## src/hdl/lfsr_noise_tone_sound_mixer_top_macros.svh

```systemverilog
// Assertion macros shared by the sound mixer RTL.
// Needs a clock named i_clk and an active-low reset named i_rst_n in scope.
`ifndef LFSR_NOISE_TONE_SOUND_MIXER_TOP_MACROS_SVH
`define LFSR_NOISE_TONE_SOUND_MIXER_TOP_MACROS_SVH

// same-cycle implication
`define LNTS_ASSERT_NOW(label, ante, cons, msg) \
    label: assert property (@(posedge i_clk) disable iff (!i_rst_n) (ante) |-> (cons)) \
        else $error(msg);

// next-cycle implication
`define LNTS_ASSERT_NEXT(label, ante, cons, msg) \
    label: assert property (@(posedge i_clk) disable iff (!i_rst_n) (ante) |=> (cons)) \
        else $error(msg);

`endif

```

## src/hdl/lnts_pkg.sv

```systemverilog
// Package for the LFSR noise / tone sound mixer: request codes, register
// indexes, constants, sine and volume tables, LFSR step. No dependencies.
package lnts_pkg;

    localparam int MAX_STEPS   = 96;
    localparam int SINE_POINTS = 64;
    localparam int SINE_BITS   = $clog2(SINE_POINTS);

    localparam int RATE_W  = 23;
    localparam int PHASE_W = 48;
    localparam int OVER_W  = 32;
    localparam int LFSR_W  = 16;
    localparam int LEVEL_W = 24;
    localparam int CFG_W   = RATE_W;
    localparam int IDX_W   = 2;
    localparam int MIX_W   = 11;

    typedef enum logic [1:0] {
        REQ_SAMPLE     = 2'd0,
        REQ_CONTROL    = 2'd1,
        REQ_LFSR_RESET = 2'd2,
        REQ_UNUSED     = 2'd3
    } t_req;

    localparam logic [IDX_W-1:0] REG_RATE_STEP     = 2'd0;
    localparam logic [IDX_W-1:0] REG_WIDE_OUTPUT   = 2'd1;
    localparam logic [IDX_W-1:0] REG_SIGNED_OUTPUT = 2'd2;

    localparam logic [RATE_W-1:0] RATE_RESET = 23'd1141307;

    localparam logic [15:0] TAP_HI      = 16'h4000;
    localparam logic [15:0] TAP_LO      = 16'h0040;
    localparam logic [15:0] HALF_WIDE   = 16'h8000;
    localparam logic [7:0]  HALF_NARROW = 8'h80;

    localparam logic [7:0] SINE_TAB [SINE_POINTS] = '{
        8'd128, 8'd140, 8'd153, 8'd165, 8'd177, 8'd188, 8'd199, 8'd209,
        8'd218, 8'd226, 8'd234, 8'd240, 8'd245, 8'd250, 8'd253, 8'd254,
        8'd255, 8'd254, 8'd253, 8'd250, 8'd245, 8'd240, 8'd234, 8'd226,
        8'd218, 8'd209, 8'd199, 8'd188, 8'd177, 8'd165, 8'd153, 8'd140,
        8'd128, 8'd116, 8'd103, 8'd91,  8'd79,  8'd68,  8'd57,  8'd47,
        8'd38,  8'd30,  8'd22,  8'd16,  8'd11,  8'd6,   8'd3,   8'd2,
        8'd1,   8'd2,   8'd3,   8'd6,   8'd11,  8'd16,  8'd22,  8'd30,
        8'd38,  8'd47,  8'd57,  8'd68,  8'd79,  8'd91,  8'd103, 8'd116
    };

    function automatic logic [7:0] sine_at(input logic [SINE_BITS-1:0] idx);
        return SINE_TAB[idx];
    endfunction

    function automatic logic [7:0] vol_level(input logic [2:0] vol);
        logic [7:0] lvl;
        case (vol)
            3'd0:    lvl = 8'h00;
            3'd1:    lvl = 8'h20;
            3'd2:    lvl = 8'h40;
            3'd3:    lvl = 8'h60;
            3'd4:    lvl = 8'h80;
            3'd5:    lvl = 8'ha0;
            3'd6:    lvl = 8'hc0;
            default: lvl = 8'hff;
        endcase
        return lvl;
    endfunction

    // XNOR feedback from bits 14 and 6; all ones locks
    function automatic logic [LFSR_W-1:0] lfsr_next(input logic [LFSR_W-1:0] v);
        logic fb;
        fb = ((v & TAP_HI) != '0) == ((v & TAP_LO) != '0);
        return {v[LFSR_W-2:0], fb};
    endfunction

endpackage

```

## src/hdl/lnts_smooth.sv

```systemverilog
// One smoothing step: level moves 1/128 of the way toward target.
// Uses lnts_pkg for widths.
module lnts_smooth (
    input  logic [lnts_pkg::LEVEL_W-1:0] i_level,
    input  logic [lnts_pkg::LEVEL_W-1:0] i_target,
    output logic [lnts_pkg::LEVEL_W-1:0] o_level
);

    logic [lnts_pkg::LEVEL_W-1:0] up_diff;
    logic [lnts_pkg::LEVEL_W:0]   dn_diff;

    always_comb begin
        up_diff = i_target - i_level;
        // falling side rounds the step up so the level can reach the target
        dn_diff = {1'b0, i_level - i_target} + (lnts_pkg::LEVEL_W+1)'(127);
        if (i_target >= i_level) begin
            o_level = i_level + (up_diff >> 7);
        end else begin
            o_level = i_level - lnts_pkg::LEVEL_W'(dn_diff >> 7);
        end
    end

endmodule

```

## src/hdl/lfsr_noise_tone_sound_mixer_top.sv

```systemverilog
// Sound mixer top level: request sequencer, smoothing loop, mixer, output register.
// Depends on lnts_pkg, lnts_smooth and lfsr_noise_tone_sound_mixer_top_macros.svh.
//
// Requests enter on i_in_valid / o_in_ready with i_req_type and i_control_byte.
// A control write or LFSR reset request completes in the accept cycle and
// gives no sample. A sample request gives one o_sample_word on o_out_valid /
// i_out_ready.
// A sample request runs the smoothing step once for each oversample step passed
// since the last sample, capped at MAX_STEPS_PER_SAMPLE, then mixes and loads
// the output register. The smoothing step unit is reused once per cycle;
// o_in_ready is low meanwhile.
// The sample sits in an output register: a stalled receiver does not block
// the next request, only the final load of the following sample waits.
// Registers on i_cfg_we / i_cfg_index / i_cfg_data: 0 rate step (7.16),
// 1 wide output, 2 signed output. Write them only while idle.
// Reset (synchronous, active low) clears phase, LFSR, noise and enables and
// loads rate step 1141307, wide output on, signed output off.
`include "lfsr_noise_tone_sound_mixer_top_macros.svh"

module lfsr_noise_tone_sound_mixer_top #(
    parameter int MAX_STEPS_PER_SAMPLE = lnts_pkg::MAX_STEPS
) (
    input  logic                         i_clk,
    input  logic                         i_rst_n,
    input  logic                         i_cfg_we,
    input  logic [lnts_pkg::IDX_W-1:0]   i_cfg_index,
    input  logic [lnts_pkg::CFG_W-1:0]   i_cfg_data,
    input  logic                         i_in_valid,
    output logic                         o_in_ready,
    input  logic [1:0]                   i_req_type,
    input  logic [7:0]                   i_control_byte,
    output logic                         o_out_valid,
    input  logic                         i_out_ready,
    output logic [15:0]                  o_sample_word
);

    localparam int STEP_W = $clog2(MAX_STEPS_PER_SAMPLE + 1);
    localparam logic [STEP_W-1:0] STEP_CAP = STEP_W'(MAX_STEPS_PER_SAMPLE);

    typedef enum logic [1:0] {
        S_IDLE,
        S_SMOOTH,
        S_MIX
    } t_state;

    t_state r_state;

    logic [lnts_pkg::RATE_W-1:0]  r_rate_step;
    logic                         r_wide;
    logic                         r_signed;
    logic [lnts_pkg::PHASE_W-1:0] r_phase;
    logic [lnts_pkg::OVER_W-1:0]  r_last;
    logic [lnts_pkg::LFSR_W-1:0]  r_lfsr;
    logic [lnts_pkg::LEVEL_W-1:0] r_target;
    logic [lnts_pkg::LEVEL_W-1:0] r_level;
    logic [2:0]                   r_volume;
    logic                         r_tone_low;
    logic                         r_tone_high;
    logic                         r_blast;
    logic [STEP_W-1:0]            r_steps;
    logic [7:0]                   r_over_lo;
    logic                         r_out_valid;
    logic [15:0]                  r_sample_word;

    logic [lnts_pkg::OVER_W-1:0]  over;
    logic [lnts_pkg::OVER_W-1:0]  step_diff;
    logic [STEP_W-1:0]            n_steps;
    logic [lnts_pkg::LFSR_W-1:0]  n_lfsr;
    logic [lnts_pkg::LFSR_W-1:0]  lfsr_ahead;
    logic [lnts_pkg::LEVEL_W-1:0] n_target;
    logic [lnts_pkg::LEVEL_W-1:0] n_level;
    logic [lnts_pkg::MIX_W-1:0]   mix;
    logic [15:0]                  n_word;
    logic [7:0]                   narrow;
    logic                         in_fire;
    logic                         out_fire;
    logic                         load_out;

    // no request is taken while reset is held
    assign o_in_ready    = (r_state == S_IDLE) && i_rst_n;
    assign o_out_valid   = r_out_valid;
    assign o_sample_word = r_sample_word;

    assign in_fire  = i_in_valid && o_in_ready;
    assign out_fire = r_out_valid && i_out_ready;
    assign load_out = (r_state == S_MIX) && (!r_out_valid || i_out_ready);

    assign over       = r_phase[lnts_pkg::PHASE_W-1:16];
    assign step_diff  = over - r_last;
    assign n_steps    = (step_diff > lnts_pkg::OVER_W'(MAX_STEPS_PER_SAMPLE))
                        ? STEP_CAP : step_diff[STEP_W-1:0];
    assign n_lfsr     = lnts_pkg::lfsr_next(r_lfsr);
    assign lfsr_ahead = lnts_pkg::lfsr_next(n_lfsr);
    assign n_target   = ((lfsr_ahead & lnts_pkg::TAP_HI) != '0)
                        ? {lnts_pkg::vol_level(r_volume), 16'h0000} : '0;

    lnts_smooth u_smooth (
        .i_level  (r_level),
        .i_target (r_target),
        .o_level  (n_level)
    );

    always_comb begin
        mix = {2'b00, r_level[23:16], 1'b0};
        if (r_tone_low) begin
            mix = mix + lnts_pkg::MIX_W'(lnts_pkg::sine_at(r_over_lo[7:2]));
        end
        if (r_tone_high) begin
            mix = mix + lnts_pkg::MIX_W'(lnts_pkg::sine_at(r_over_lo[6:1]));
        end
        if (r_blast) begin
            mix = mix + lnts_pkg::MIX_W'(r_level[23:14]);
        end
        narrow = mix[10:3];
        if (r_wide) begin
            n_word = {mix, 5'b00000};
            if (r_signed) begin
                n_word = n_word - lnts_pkg::HALF_WIDE;
            end
        end else begin
            if (r_signed) begin
                narrow = narrow - lnts_pkg::HALF_NARROW;
            end
            n_word = {8'h00, narrow};
        end
    end

    always_ff @(posedge i_clk) begin
        if (!i_rst_n) begin
            r_state     <= S_IDLE;
            r_rate_step <= lnts_pkg::RATE_RESET;
            r_wide      <= 1'b1;
            r_signed    <= 1'b0;
            r_phase     <= '0;
            r_last      <= '0;
            r_lfsr      <= '0;
            r_target    <= '0;
            r_level     <= '0;
            r_volume    <= '0;
            r_tone_low  <= 1'b0;
            r_tone_high <= 1'b0;
            r_blast     <= 1'b0;
            r_out_valid <= 1'b0;
        end else begin
            if (i_cfg_we) begin
                case (i_cfg_index)
                    lnts_pkg::REG_RATE_STEP:     r_rate_step <= i_cfg_data;
                    lnts_pkg::REG_WIDE_OUTPUT:   r_wide      <= i_cfg_data[0];
                    lnts_pkg::REG_SIGNED_OUTPUT: r_signed    <= i_cfg_data[0];
                    default: ;
                endcase
            end

            // a load in the same cycle keeps the output valid
            if (out_fire && !load_out) begin
                r_out_valid <= 1'b0;
            end

            case (r_state)
                S_IDLE: begin
                    if (in_fire) begin
                        case (lnts_pkg::t_req'(i_req_type))
                            lnts_pkg::REQ_SAMPLE: begin
                                if (r_last[31:6] != over[31:6]) begin
                                    r_lfsr   <= n_lfsr;
                                    r_target <= n_target;
                                end
                                r_steps   <= n_steps;
                                r_over_lo <= over[7:0];
                                r_last    <= over;
                                r_phase   <= r_phase
                                             + lnts_pkg::PHASE_W'(r_rate_step);
                                r_state   <= (n_steps == '0) ? S_MIX : S_SMOOTH;
                            end
                            lnts_pkg::REQ_CONTROL: begin
                                r_volume    <= i_control_byte[2:0];
                                r_blast     <= i_control_byte[3];
                                r_tone_low  <= i_control_byte[4];
                                r_tone_high <= i_control_byte[5];
                            end
                            lnts_pkg::REQ_LFSR_RESET: begin
                                r_lfsr <= '0;
                            end
                            default: ;
                        endcase
                    end
                end
                S_SMOOTH: begin
                    r_level <= n_level;
                    r_steps <= r_steps - STEP_W'(1);
                    if (r_steps == STEP_W'(1)) begin
                        r_state <= S_MIX;
                    end
                end
                S_MIX: begin
                    if (load_out) begin
                        r_sample_word <= n_word;
                        r_out_valid   <= 1'b1;
                        r_state       <= S_IDLE;
                    end
                end
                default: r_state <= S_IDLE;
            endcase
        end
    end

    `LNTS_ASSERT_NOW(a_step_range, r_state == S_SMOOTH,
        (r_steps != '0) && (r_steps <= STEP_CAP), "smoothing count out of range")
    `LNTS_ASSERT_NEXT(a_sample_busy,
        in_fire && (i_req_type == lnts_pkg::REQ_SAMPLE),
        !o_in_ready, "ready right after a sample request")
    `LNTS_ASSERT_NEXT(a_narrow_high_zero, load_out && !r_wide,
        o_sample_word[15:8] == 8'h00, "narrow sample has upper byte set")
    `LNTS_ASSERT_NOW(a_mix_blocked, (r_state == S_MIX) && r_out_valid && !i_out_ready,
        !load_out, "sample loaded over a pending one")

endmodule
```

## config.mk

```make
export PLATFORM = sky130hd
export DESIGN_NAME = lfsr_noise_tone_sound_mixer_top
export DESIGN_NICKNAME = d
export VERILOG_FILES = /design/src/hdl/lnts_pkg.sv /design/src/hdl/lnts_smooth.sv /design/src/hdl/lfsr_noise_tone_sound_mixer_top.sv
export VERILOG_INCLUDE_DIRS = /design/src /design/src/hdl
export SDC_FILE = /design/constraint.sdc
export NUM_CORES = 1
export LEC_CHECK = 0
export BUFFER_PORTS_ARGS = -buffer_cell sky130_fd_sc_hd__buf_2
export CAP_MARGIN = 25
export CELL_PAD_IN_SITES_DETAIL_PLACEMENT = 0
export CELL_PAD_IN_SITES_GLOBAL_PLACEMENT = 1
export CORE_AREA = 10 10 196 198
export CTS_BUF_LIST = sky130_fd_sc_hd__clkbuf_16
export DETAILED_ROUTE_END_ITERATION = 7
export DIE_AREA = 0 0 206 208
export PLACE_DENSITY = 0.94
export SYNTH_ARGS = -nofsm -noshare
export SYNTH_HDL_FRONTEND = slang
export SYNTH_HIERARCHICAL = 1
export SYNTH_SLANG_ARGS = --single-unit
```

## constraint.sdc

```tcl
create_clock -name i_clk -period 12.3 [get_ports i_clk]
set_input_delay 1.23 -clock i_clk [delete_from_list [all_inputs] [get_ports i_clk]]
set_output_delay 1.23 -clock i_clk [all_outputs]
set_load 0.02 [all_outputs]
```

Yosys cells after proc, flatten, opt, wreduce, memory -nomap -nowiden

Memory sizes are Yosys's and may differ from the RTL's.
Index checks and enable logic that the tools add are counted.

Flip-flop bits (word level): 208
Output and inout port bits: 18
Input bits: 40
Memories: 2
Latch bits: 0
Logic and storage cells: 113
Memory bits (writable): 0
Bits in read-only memories: 1024

Memories:

| memory          | words | bits a word | rd ports | clocked after Yosys merged registers in | write ports | RTL line       | text |
|---|---|---|---|---|---|---|---|
| (no name shown) | 64    | 8           | 1        | 0                                       | 0           | lnts_pkg.sv:48 | `return SINE_TAB[idx];` |
| (no name shown) | 64    | 8           | 1        | 0                                       | 0           | lnts_pkg.sv:48 |  |

Reduce and logical (&&, ||, !) cells: 26
Add/subtract/negate cells: 13
Multiply operators: 0
Equal/unequal tests: 20
Divide/modulo/power cells: 0
$lt $le $gt $ge: 4
Shifts and indexed selects: 0
Multiplexer cells: 28
Bitwise operators: 2

Operator list:

| kind                     | number |
|---|---|
| $pmux W8 S7              | 1 |
| $add A48 B23 Y48         | 1 |
| $mux W24                 | 2 |
| $mux W8                  | 6 |
| $sub A24 B24 Y24         | 2 |
| $mux W11                 | 3 |
| $gt A32 B7 Y1 const B    | 1 |
| $sub A32 B32 Y32         | 1 |
| $pmux W15 S2             | 1 |
| $ne A26 B26 Y1           | 1 |
| $add A24 B7 Y25 const B  | 1 |
| $add A24 B17 Y24         | 1 |
| $ge A24 B24 Y1           | 1 |
| $sub A24 B18 Y24         | 1 |
| $mux W7                  | 3 |
| $reduce_and A4 Y1        | 5 |
| $mux W16                 | 1 |
| $sub A16 B16 Y16 const B | 1 |
| $mux W15                 | 1 |
| $ge A7 B7 Y1 const B     | 2 |
| $not A6 Y7               | 2 |
| $pmux W7 S2              | 1 |
| $add A11 B10 Y11         | 1 |
| $add A11 B8 Y11          | 1 |
| other kinds (24)         | 52 |

Longest topological paths before layout

Gate-level depths: netlist (run 1).

Word-level depth: 13
Gate-level depth with buffers: 32
Mapped depth without buffers: 31

Cells and area by module

Netlist (run 1), hierarchy kept.

Modules (own cells, without submodules):

| module                          | instances | cells an instance | area each (sq um) | sequential area each (sq um) |
|---|---|---|---|---|
| lfsr_noise_tone_sound_mixer_top | 1         | 1747              | 13312.8           | 4043.9 |
| lnts_smooth                     | 1         | 607               | 4324.1            | 0.0 |

Worst setup path before layout (run 1)

OpenSTA, ideal clock, no wires.

Path type: reg2reg
Start: register r_level[3] (netlist name)
End: register r_level[23] (netlist name)
Stages on the path, launching flop included: 29
Clock period less this slack: 5.954 ns
Path slack: 6.346 ns
Library setup time: 0.070 ns
Path buffers: 0
Arrival time: 5.883 ns
Required time: 12.230 ns
Cells stage by stage: dfxtp_1 -> inv_1 -> ha_1 -> nor2_1 -> a211oi_4 -> or3_1 -> a211oi_1 -> nand2_1 -> xnor2_1 -> ha_1 -> nand2b_1 -> o22a_1 -> or2_2 -> xnor2_1 -> nor2_1 -> a21oi_1 -> ha_1 -> a21oi_1 -> nor2b_1 -> a311o_1 -> a21oi_1 -> o21ai_0 -> a211o_1 -> a21o_1 -> a21o_1 -> mux2i_1 -> xnor2_1 -> nand2_1 -> a21oi_1

Word-level cells in the longest chain between the ends: 4
Elaborated cells between the ends (all ways): 7
Classes of those cells: 5 x add/sub; 1 x order compare; 1 x mux

RTL lines:

| element                    | RTL line                               | text |
|---|---|---|
| from (decl)                | lfsr_noise_tone_sound_mixer_top.sv:55  | `logic [lnts_pkg::LEVEL_W-1:0] r_level;` |
| from (signal assigned)     | lfsr_noise_tone_sound_mixer_top.sv:189 | `r_level <= n_level;` |
| $sub A24 B24 Y24           | lnts_smooth.sv:15                      | `dn_diff = {1'b0, i_level - i_target} + (lnts_pkg::LEVEL_W+1)'(127);` |
| $add A24 B7 Y25            | lnts_smooth.sv:15                      |  |
| $sub A24 B18 Y24           | lnts_smooth.sv:19                      | `o_level = i_level - lnts_pkg::LEVEL_W'(dn_diff >> 7);` |
| $mux W24 (*)               | lnts_smooth.sv:16                      | `if (i_target >= i_level) begin` |
| named net n_level, one bit | lfsr_noise_tone_sound_mixer_top.sv:71  | `logic [lnts_pkg::LEVEL_W-1:0] n_level;` |

The timed path passes the listed nets; every way through them passes the cells marked *.
A chain may end at the register's enable or synchronous reset.

Final worst setup path (run 1)

Ends and elaborated chain as after synthesis.

==> results of run 1 <==
-- Yosys cell counts, drive strengths merged, types with 12 or more instances --
master   instances  share of area
dfxtp          157           0.18
ha             165           0.12
xnor2           82          0.042
nand2          353          0.075
clkbuf          93          0.020
nand3           73          0.021
o211ai          24          0.010
o21bai          18         0.0077
nor4            18         0.0088
inv            135          0.029
o21ai          129          0.037
a211oi          47          0.022
xor2            49          0.026
edfxtp          30          0.051
nor2b           21         0.0074
and2            13         0.0048
mux2i           32          0.018
nor2           158          0.034
nand2b          34          0.012
a21boi          12         0.0053
o21a            20         0.0085
a2111oi         12         0.0065
nor3b           20         0.0085
or3             24         0.0088
buf             31         0.0082
o22ai           13         0.0046
nor3            38          0.012
mux2            12         0.0077
and3            21         0.0074
a21o            50          0.021
a21oi          263          0.075
a31oi           34          0.013
or2             12         0.0045
o31ai           13         0.0066
nand4           19         0.0067
-- layer usage --
metal	up-vias	global-route usage	part of all wire	wire length [µm]
met5	-	0	0	0
met4	0	0.05093	0.014	644
met3	49	0.03030	0.056	2662
met2	467	0.3501	0.47	22220
met1	8004	0.2878	0.46	21720
li1	8412	-	-	-
-- logic make-up after synthesis --
logic type | Yosys count | share of synthesized area
simple gates | 831 | 0.2243
compound gates | 723 | 0.2667
buf+inv | 262 | 0.05760
flops | 187 | 0.2293
fa+ha+maj | 172 | 0.1250
xor+xnor | 132 | 0.06853
mux | 46 | 0.02838
other cells | 1 | 0.0002126
-- worst max-delay path: cells and delay by family, from the launching register on --
family / cells / cell delay, ps
compound gates: 12 / 3130
simple gates: 8 / 1500
fa+ha+maj: 3 / 1040
xor+xnor: 3 / 710
flops: 1 / 420
mux: 1 / 200
buf+inv: 1 / 70
-- state kept, by name, summed over array words and instances, names as in the netlist --
name and cells:
o_out_valid 1, o_sample_word 16, r_blast 1, r_last 32
r_level 24, r_lfsr 15, r_over_lo 7, r_phase 48
r_rate_step 23, r_signed 1, r_state 2, r_steps 7
r_target 4, r_tone_high 1, r_tone_low 1, r_volume 3
r_wide 1
-- worst paths after layout --
kind / slack, ps / from / to / depth (start not counted)
setup / recovery: 5140 / r_level[3]$_SDFFE_PN0P_ / r_level[23]$_SDFFE_PN0P_ / 28
hold / removal: 460 / r_last[26]$_SDFFE_PN0P_ / r_last[26]$_SDFFE_PN0P_ / 2
setup reg to reg: 5140 / r_level[3]$_SDFFE_PN0P_ / r_level[23]$_SDFFE_PN0P_ / 28
hold reg to reg: 460 / r_last[26]$_SDFFE_PN0P_ / r_last[26]$_SDFFE_PN0P_ / 2
-- where the power goes --
| group | total (µW) | internal (µW) | switching, µW |
|---|---|---|---|
| Sequential | 644 | 631 | 13.8 |
| Clock | 553 | 272 | 281 |
| Combinational | 446 | 177 | 269 |
| Total | 1640 | 1080 | 564 |
-- metrics by stage --
stage          cell area, µm²  utilization
4_1_cts                 18800       0.5471
5_1_grt                 18810       0.5472
2_1_floorplan           17760            -
3_3_place_gp            18220       0.5301
3_5_place_dp            18220       0.5301
6_report                18810       0.5472
-- layout make-up --
cell class | count | area (µm²)
fillers | 3341 | 15560
multi-input cells | 1937 | 12710
flip-flops and latches | 187 | 4044
well taps | 455 | 569.3
inverters | 138 | 520.5
clock buffers | 17 | 425.4
repair buffers | 69 | 377.9
clock inverters | 14 | 157.7
==> flow_results.xml, run 1 <==
<?xml version="1.0" encoding="UTF-8"?>
<metrics>
  <group name="clocking">
    <metric name="h-tree-depth" unit="">4</metric>
    <metric name="cts_num_sinks" unit="">187</metric>
    <metric name="cts-root-buf" unit="">clkbuf_16</metric>
    <metric name="clk-insertion-delay-late" unit="ps">450</metric>
    <metric name="tritoncts" unit="">built</metric>
    <metric name="cts_inserted_buffers" unit="">17</metric>
    <metric name="holdBufCountCts" unit="">0</metric>
    <metric name="worst_setup_hold_path_clk_slew" unit="ps">80</metric>
    <metric name="cts.repair.resized" unit="">0</metric>
    <metric name="clockBufferDepth" unit="">2</metric>
    <metric name="post_cts_setup_buffer_count" unit="">0</metric>
  </group>
  <group name="global_routing">
    <metric name="grt_start_max_net_pins" unit="">67</metric>
    <metric name="track_usage" unit="">0.2135</metric>
    <metric name="vias_in_the_first_global_route" unit="">15591</metric>
    <metric name="total_grt_overflow" unit="">0</metric>
    <metric name="antenna_found_initial" unit="">0</metric>
    <metric name="grt_pass1_wl" unit="µm">77360</metric>
  </group>
  <group name="routing">
    <metric name="routedWlPerCell" unit="µm">16.77</metric>
    <metric name="drt-pass1-iter-count" unit="">6</metric>
    <metric name="drc" unit="">0</metric>
    <metric name="wl" unit="µm">47250</metric>
    <metric name="via_count" unit="">16932</metric>
    <metric name="post_drt_antenna_nets" unit="">0</metric>
    <metric name="drt_iter0_drc" unit="">1285</metric>
    <metric name="route.detailed.vias_per_inst" unit="">6.011</metric>
  </group>
  <group name="final_layout">
    <metric name="most-common-layout-cells" unit="">nand2_1, a21oi_1, ha_1, nor2_1, dfxtp_1</metric>
    <metric name="syn_to_final_growth" unit="%">6.647</metric>
    <metric name="insertedDiodeCount" unit="">0</metric>
    <metric name="final_layout_size_suffix_gt1_frac" unit="">0.07621</metric>
    <metric name="final_cell_count_no_fill" unit="">2817</metric>
    <metric name="final_common_cell" unit="">nand2_1</metric>
    <metric name="final_net_count" unit="">2562</metric>
  </group>
  <group name="setup_path">
    <metric name="timing.critical_path.mode_cell" unit="">a21oi_1</metric>
    <metric name="worstSetupPathType" unit="">reg2reg</metric>
    <metric name="cp_slowest_cell" unit="">a211oi_1</metric>
    <metric name="crit_path_max_incr_delay" unit="ps">470</metric>
    <metric name="cp_max_fo" unit="">8</metric>
    <metric name="worstPathArrival" unit="ps">7530</metric>
    <metric name="worst_ep_required_time" unit="ps">12660</metric>
    <metric name="cp-start-kind" unit="">register</metric>
    <metric name="timing.critical_path.to_type" unit="">register</metric>
  </group>
  <group name="sta">
    <metric name="max_freq" unit="MHz">139.6</metric>
    <metric name="setup-tns-final" unit="ps">0</metric>
    <metric name="worstMarginPinSlew" unit="ps">1076</metric>
    <metric name="grt_setup_unrepaired" unit="">no</metric>
    <metric name="timing_hold_violations_final" unit="">0</metric>
    <metric name="timing.clock.skew" unit="ps">17.64</metric>
    <metric name="fin_worst_hold_slack" unit="ps">455.2</metric>
    <metric name="setup_violations" unit="">0</metric>
    <metric name="final_max_slew_viol_count" unit="">0</metric>
    <metric name="final.period_utilization" unit="">0.5825</metric>
    <metric name="finalWorstSetupSlack" unit="ps">5135</metric>
    <metric name="max_slew_margin" unit="">0.2826</metric>
    <metric name="fin_crit" unit="ps">7165</metric>
  </group>
  <group name="synthesis">
    <metric name="post_synth_edffs" unit="">30</metric>
    <metric name="synthCells" unit="">2354</metric>
    <metric name="synth.cell_area" unit="µm²">17640</metric>
    <metric name="yosys_warnings" unit="">6</metric>
    <metric name="netlist-cell-type-count" unit="">114</metric>
    <metric name="synth-main-ff-cell" unit="">dfxtp_1</metric>
    <metric name="synthArstFlopShare" unit="">0</metric>
    <metric name="ys_ff_latch" unit="">187</metric>
    <metric name="ys_seq_area_frac" unit="">0.2293</metric>
    <metric name="synthesis.area_per_instance" unit="µm²">7.492</metric>
  </group>
  <group name="place">
    <metric name="placedCellCount" unit="">2785</metric>
    <metric name="post-dp-hpwl" unit="µm">35100</metric>
    <metric name="pre_cts_slack" unit="ps">5241</metric>
    <metric name="port_buffers" unit="">55</metric>
    <metric name="gp_congestion" unit="">0.9146</metric>
  </group>
  <group name="floorplanning">
    <metric name="chipHeight" unit="µm">208</metric>
    <metric name="die_width" unit="µm">206</metric>
    <metric name="ioPinCount" unit="">58</metric>
    <metric name="cell_row_count" unit="">68</metric>
    <metric name="start_util" unit="">0.5131</metric>
    <metric name="core-area" unit="µm²">34370</metric>
    <metric name="area_of_the_die" unit="µm²">42850</metric>
  </group>
  <group name="pwr">
    <metric name="max-vdd-ir-drop" unit="V">0.0001010</metric>
    <metric name="power-per-cell-area" unit="nW/µm²">87.39</metric>
    <metric name="leakage" unit="µW">0.007719</metric>
    <metric name="power" unit="µW">1644</metric>
  </group>
  <group name="status">
    <metric name="outcome" unit="">finished, final reports clean</metric>
  </group>
  <group name="flow_run">
    <metric name="number_of_maximum_capacitance_violations" unit="">0</metric>
  </group>
  <group name="min_path">
    <metric name="min_path_type" unit="">reg2reg</metric>
  </group>
</metrics>
Power figures use the tool's default switching activity.
==> inputs of run 2 (changes only) <==
--- a/config.mk
+++ b/config.mk
@@ -10,11 +10,11 @@
 export CAP_MARGIN = 25
 export CELL_PAD_IN_SITES_DETAIL_PLACEMENT = 0
 export CELL_PAD_IN_SITES_GLOBAL_PLACEMENT = 1
-export CORE_AREA = 10 10 196 198
+export CORE_AREA = 10 10 214 216
 export CTS_BUF_LIST = sky130_fd_sc_hd__clkbuf_16
 export DETAILED_ROUTE_END_ITERATION = 7
-export DIE_AREA = 0 0 206 208
-export PLACE_DENSITY = 0.94
+export DIE_AREA = 0 0 224 226
+export PLACE_DENSITY = 0.84
 export SYNTH_ARGS = -nofsm -noshare
 export SYNTH_HDL_FRONTEND = slang
 export SYNTH_HIERARCHICAL = 1
==> constraint.sdc (replaced) <==
create_clock -name i_clk -period 5.8 [get_ports i_clk]
set_input_delay 0.58 -clock i_clk [delete_from_list [all_inputs] [get_ports i_clk]]
set_output_delay 0.58 -clock i_clk [all_outputs]
set_load 0.02 [all_outputs]
==> flow_results.xml, run 2 (synthesized netlist as in run 1, its figures left out) <==
<?xml version="1.0" encoding="UTF-8"?>
<metrics>
  <group name="final_layout">
    <metric name="most-common-layout-cells" unit="">nand2_1, a21oi_1, buf_4, nor2_1, dfxtp_1</metric>
    <metric name="final_layout_size_suffix_gt1_frac" unit="">0.1841</metric>
    <metric name="syn_to_final_growth" unit="%">19.10</metric>
    <metric name="insertedDiodeCount" unit="">0</metric>
    <metric name="largest_register_ffs" unit="">48</metric>
    <metric name="largest_register" unit="">r_phase</metric>
    <metric name="final_common_cell" unit="">nand2_1</metric>
    <metric name="filler_cell_count" unit="">4120</metric>
    <metric name="reg_top3" unit="">r_phase (48), r_last (32), r_level (24)</metric>
    <metric name="final_net_count" unit="">2758</metric>
    <metric name="final_cell_count_no_fill" unit="">3098</metric>
  </group>
  <group name="status">
    <metric name="outcome" unit="">finished, final reports clean</metric>
  </group>
  <group name="routing">
    <metric name="drt_iter0_drc" unit="">1376</metric>
    <metric name="via_count" unit="">17559</metric>
    <metric name="drt-pass1-iter-count" unit="">6</metric>
    <metric name="routedWlPerCell" unit="µm">16.77</metric>
    <metric name="post_drt_antenna_nets" unit="">0</metric>
    <metric name="route.detailed.vias_per_inst" unit="">5.668</metric>
    <metric name="drc" unit="">0</metric>
    <metric name="wl" unit="µm">51960</metric>
  </group>
  <group name="pwr">
    <metric name="max-vdd-ir-drop" unit="V">0.0002144</metric>
    <metric name="power-per-cell-area" unit="nW/µm²">178.7</metric>
    <metric name="power" unit="µW">3753</metric>
    <metric name="leakage" unit="µW">0.008772</metric>
  </group>
  <group name="clocking">
    <metric name="clockBufferDepth" unit="">2</metric>
    <metric name="h-tree-depth" unit="">4</metric>
    <metric name="cts_inserted_buffers" unit="">17</metric>
    <metric name="cts-root-buf" unit="">clkbuf_16</metric>
    <metric name="worst_setup_hold_path_clk_slew" unit="ps">70</metric>
    <metric name="clk-insertion-delay-late" unit="ps">480</metric>
    <metric name="tritoncts" unit="">built</metric>
    <metric name="cts_num_sinks" unit="">187</metric>
  </group>
  <group name="sta">
    <metric name="setup_violations" unit="">0</metric>
    <metric name="fin_crit" unit="ps">5771</metric>
    <metric name="worstMarginPinSlew" unit="ps">1021</metric>
    <metric name="timing.clock.skew" unit="ps">17.54</metric>
    <metric name="max_freq" unit="MHz">173.3</metric>
    <metric name="grt_setup_unrepaired" unit="">yes</metric>
    <metric name="final.period_utilization" unit="">0.9950</metric>
    <metric name="final_max_slew_viol_count" unit="">0</metric>
    <metric name="max_slew_margin" unit="">0.3194</metric>
    <metric name="timing_hold_violations_final" unit="">0</metric>
  </group>
  <group name="setup_path">
    <metric name="cp-start-kind" unit="">register</metric>
    <metric name="cp_max_fo" unit="">5</metric>
    <metric name="crit_path_max_incr_delay" unit="ps">390</metric>
    <metric name="worst_ep_required_time" unit="ps">6200</metric>
    <metric name="cp_slowest_cell" unit="">a311o_1</metric>
    <metric name="worstPathArrival" unit="ps">6170</metric>
    <metric name="r2r.worst_path.cells" unit="">28</metric>
    <metric name="worstSetupPathType" unit="">reg2reg</metric>
    <metric name="timing.critical_path.to_type" unit="">register</metric>
    <metric name="timing.reg2reg.setup_slack" unit="ps">30</metric>
  </group>
  <group name="min_path">
    <metric name="min_path_type" unit="">in2reg</metric>
    <metric name="min_path_cells" unit="">3</metric>
  </group>
  <group name="global_routing">
    <metric name="track_usage" unit="">0.2005</metric>
    <metric name="total_grt_overflow" unit="">0</metric>
    <metric name="grt_start_max_net_pins" unit="">65</metric>
    <metric name="grt_pass1_wl" unit="µm">84230</metric>
    <metric name="vias_in_the_first_global_route" unit="">16657</metric>
    <metric name="antenna_found_initial" unit="">0</metric>
  </group>
  <group name="place">
    <metric name="gp_congestion" unit="">0.9215</metric>
    <metric name="post-dp-hpwl" unit="µm">39440</metric>
    <metric name="port_buffers" unit="">55</metric>
    <metric name="placedCellCount" unit="">3049</metric>
  </group>
  <group name="floorplanning">
    <metric name="core-area" unit="µm²">41570</metric>
    <metric name="chipHeight" unit="µm">226</metric>
    <metric name="ioPinCount" unit="">58</metric>
    <metric name="start_util" unit="">0.4243</metric>
    <metric name="area_of_the_die" unit="µm²">50620</metric>
    <metric name="cell_row_count" unit="">75</metric>
    <metric name="die_width" unit="µm">224</metric>
  </group>
  <group name="flow_run">
    <metric name="number_of_maximum_capacitance_violations" unit="">0</metric>
  </group>
</metrics>
==> run 2: worst max-delay path: cells and delay by family (launching register included) <==
kind	cells	cell delay [ps]
AO/OA/AOI/OAI	12	2240
AND/OR/NAND/NOR	4	950
XOR/XNOR	5	810
adder cells (fa/ha/maj)	3	680
buffers and inverters	3	520
flip-flops	1	320
multiplexers	1	180
==> run 2: cell type report <==
cell class,instances,area (µm²),share of cell area
multi-input combinational,1937,13310,0.6336
sequential,187,4055,0.1930
timing repair buffer,265,1863,0.08869
tap,539,674.4,0.03210
inverter,138,520.5,0.02478
clock buffer,18,450.4,0.02144
clock inverter,14,133.9,0.006373
==> run 2: final timing paths <==
check | endpoint | start
worst max-delay path | r_level[23]$_SDFFE_PN0P_ | r_level[3]$_SDFFE_PN0P_
worst max register to register | r_level[23]$_SDFFE_PN0P_ | r_level[3]$_SDFFE_PN0P_
worst min-delay path | r_rate_step[14]$_SDFFE_PN1P_ | i_cfg_data[14]
worst min register to register | r_last[21]$_SDFFE_PN0P_ | r_last[21]$_SDFFE_PN0P_
==> run 2: layer usage <==
metal / track usage / part of all wire / vias up / routed length, µm
li1: - / - / 8763 / -
met4: 0.06077 / 0.022 / 0 / 1166
met1: 0.2632 / 0.47 / 8362 / 24440
met3: 0.02620 / 0.040 / 63 / 2088
met2: 0.3353 / 0.47 / 371 / 24270
met5: 0 / 0 / - / 0
==> run 2: what timing repair did <==
| item | in CTS | in global routing |
|---|---|---|
| endpoints found under the setup margin | 9 | 17 |
| endpoints found under the hold margin | 0 | 0 |
| resized for setup | 19 | 119 |
| pin swaps | 12 | 59 |
| buffers inserted | 4 | 12 |
| hold buffers | 0 | 0 |
==> run 2: where the power goes <==
group	switching (µW)	internal, µW	leakage [µW]	total (µW)
clock network	592	591	0.000287	1180
logic	667	546	0.00694	1210
registers	18.6	1340	0.00155	1360
==> run 2: stage by stage <==
step | instance area (µm²) | util | worst slack [ps] | setup TNS [ps] | hold slack, ps
floorplan | 17760 | - | 5.164 | 0 | 435.6
CTS | 20360 | 0.4897 | -0.8593 | -0.8593 | 292.2
finish | 21010 | 0.5053 | 29.00 | 0 | 311.9
global route | 21010 | 0.5053 | -240.7 | -999.3 | 320.3
detailed placement | 19680 | 0.4735 | -384.2 | -1107 | 447.4
global placement | 19680 | 0.4735 | -302.7 | -614.3 | 442.1
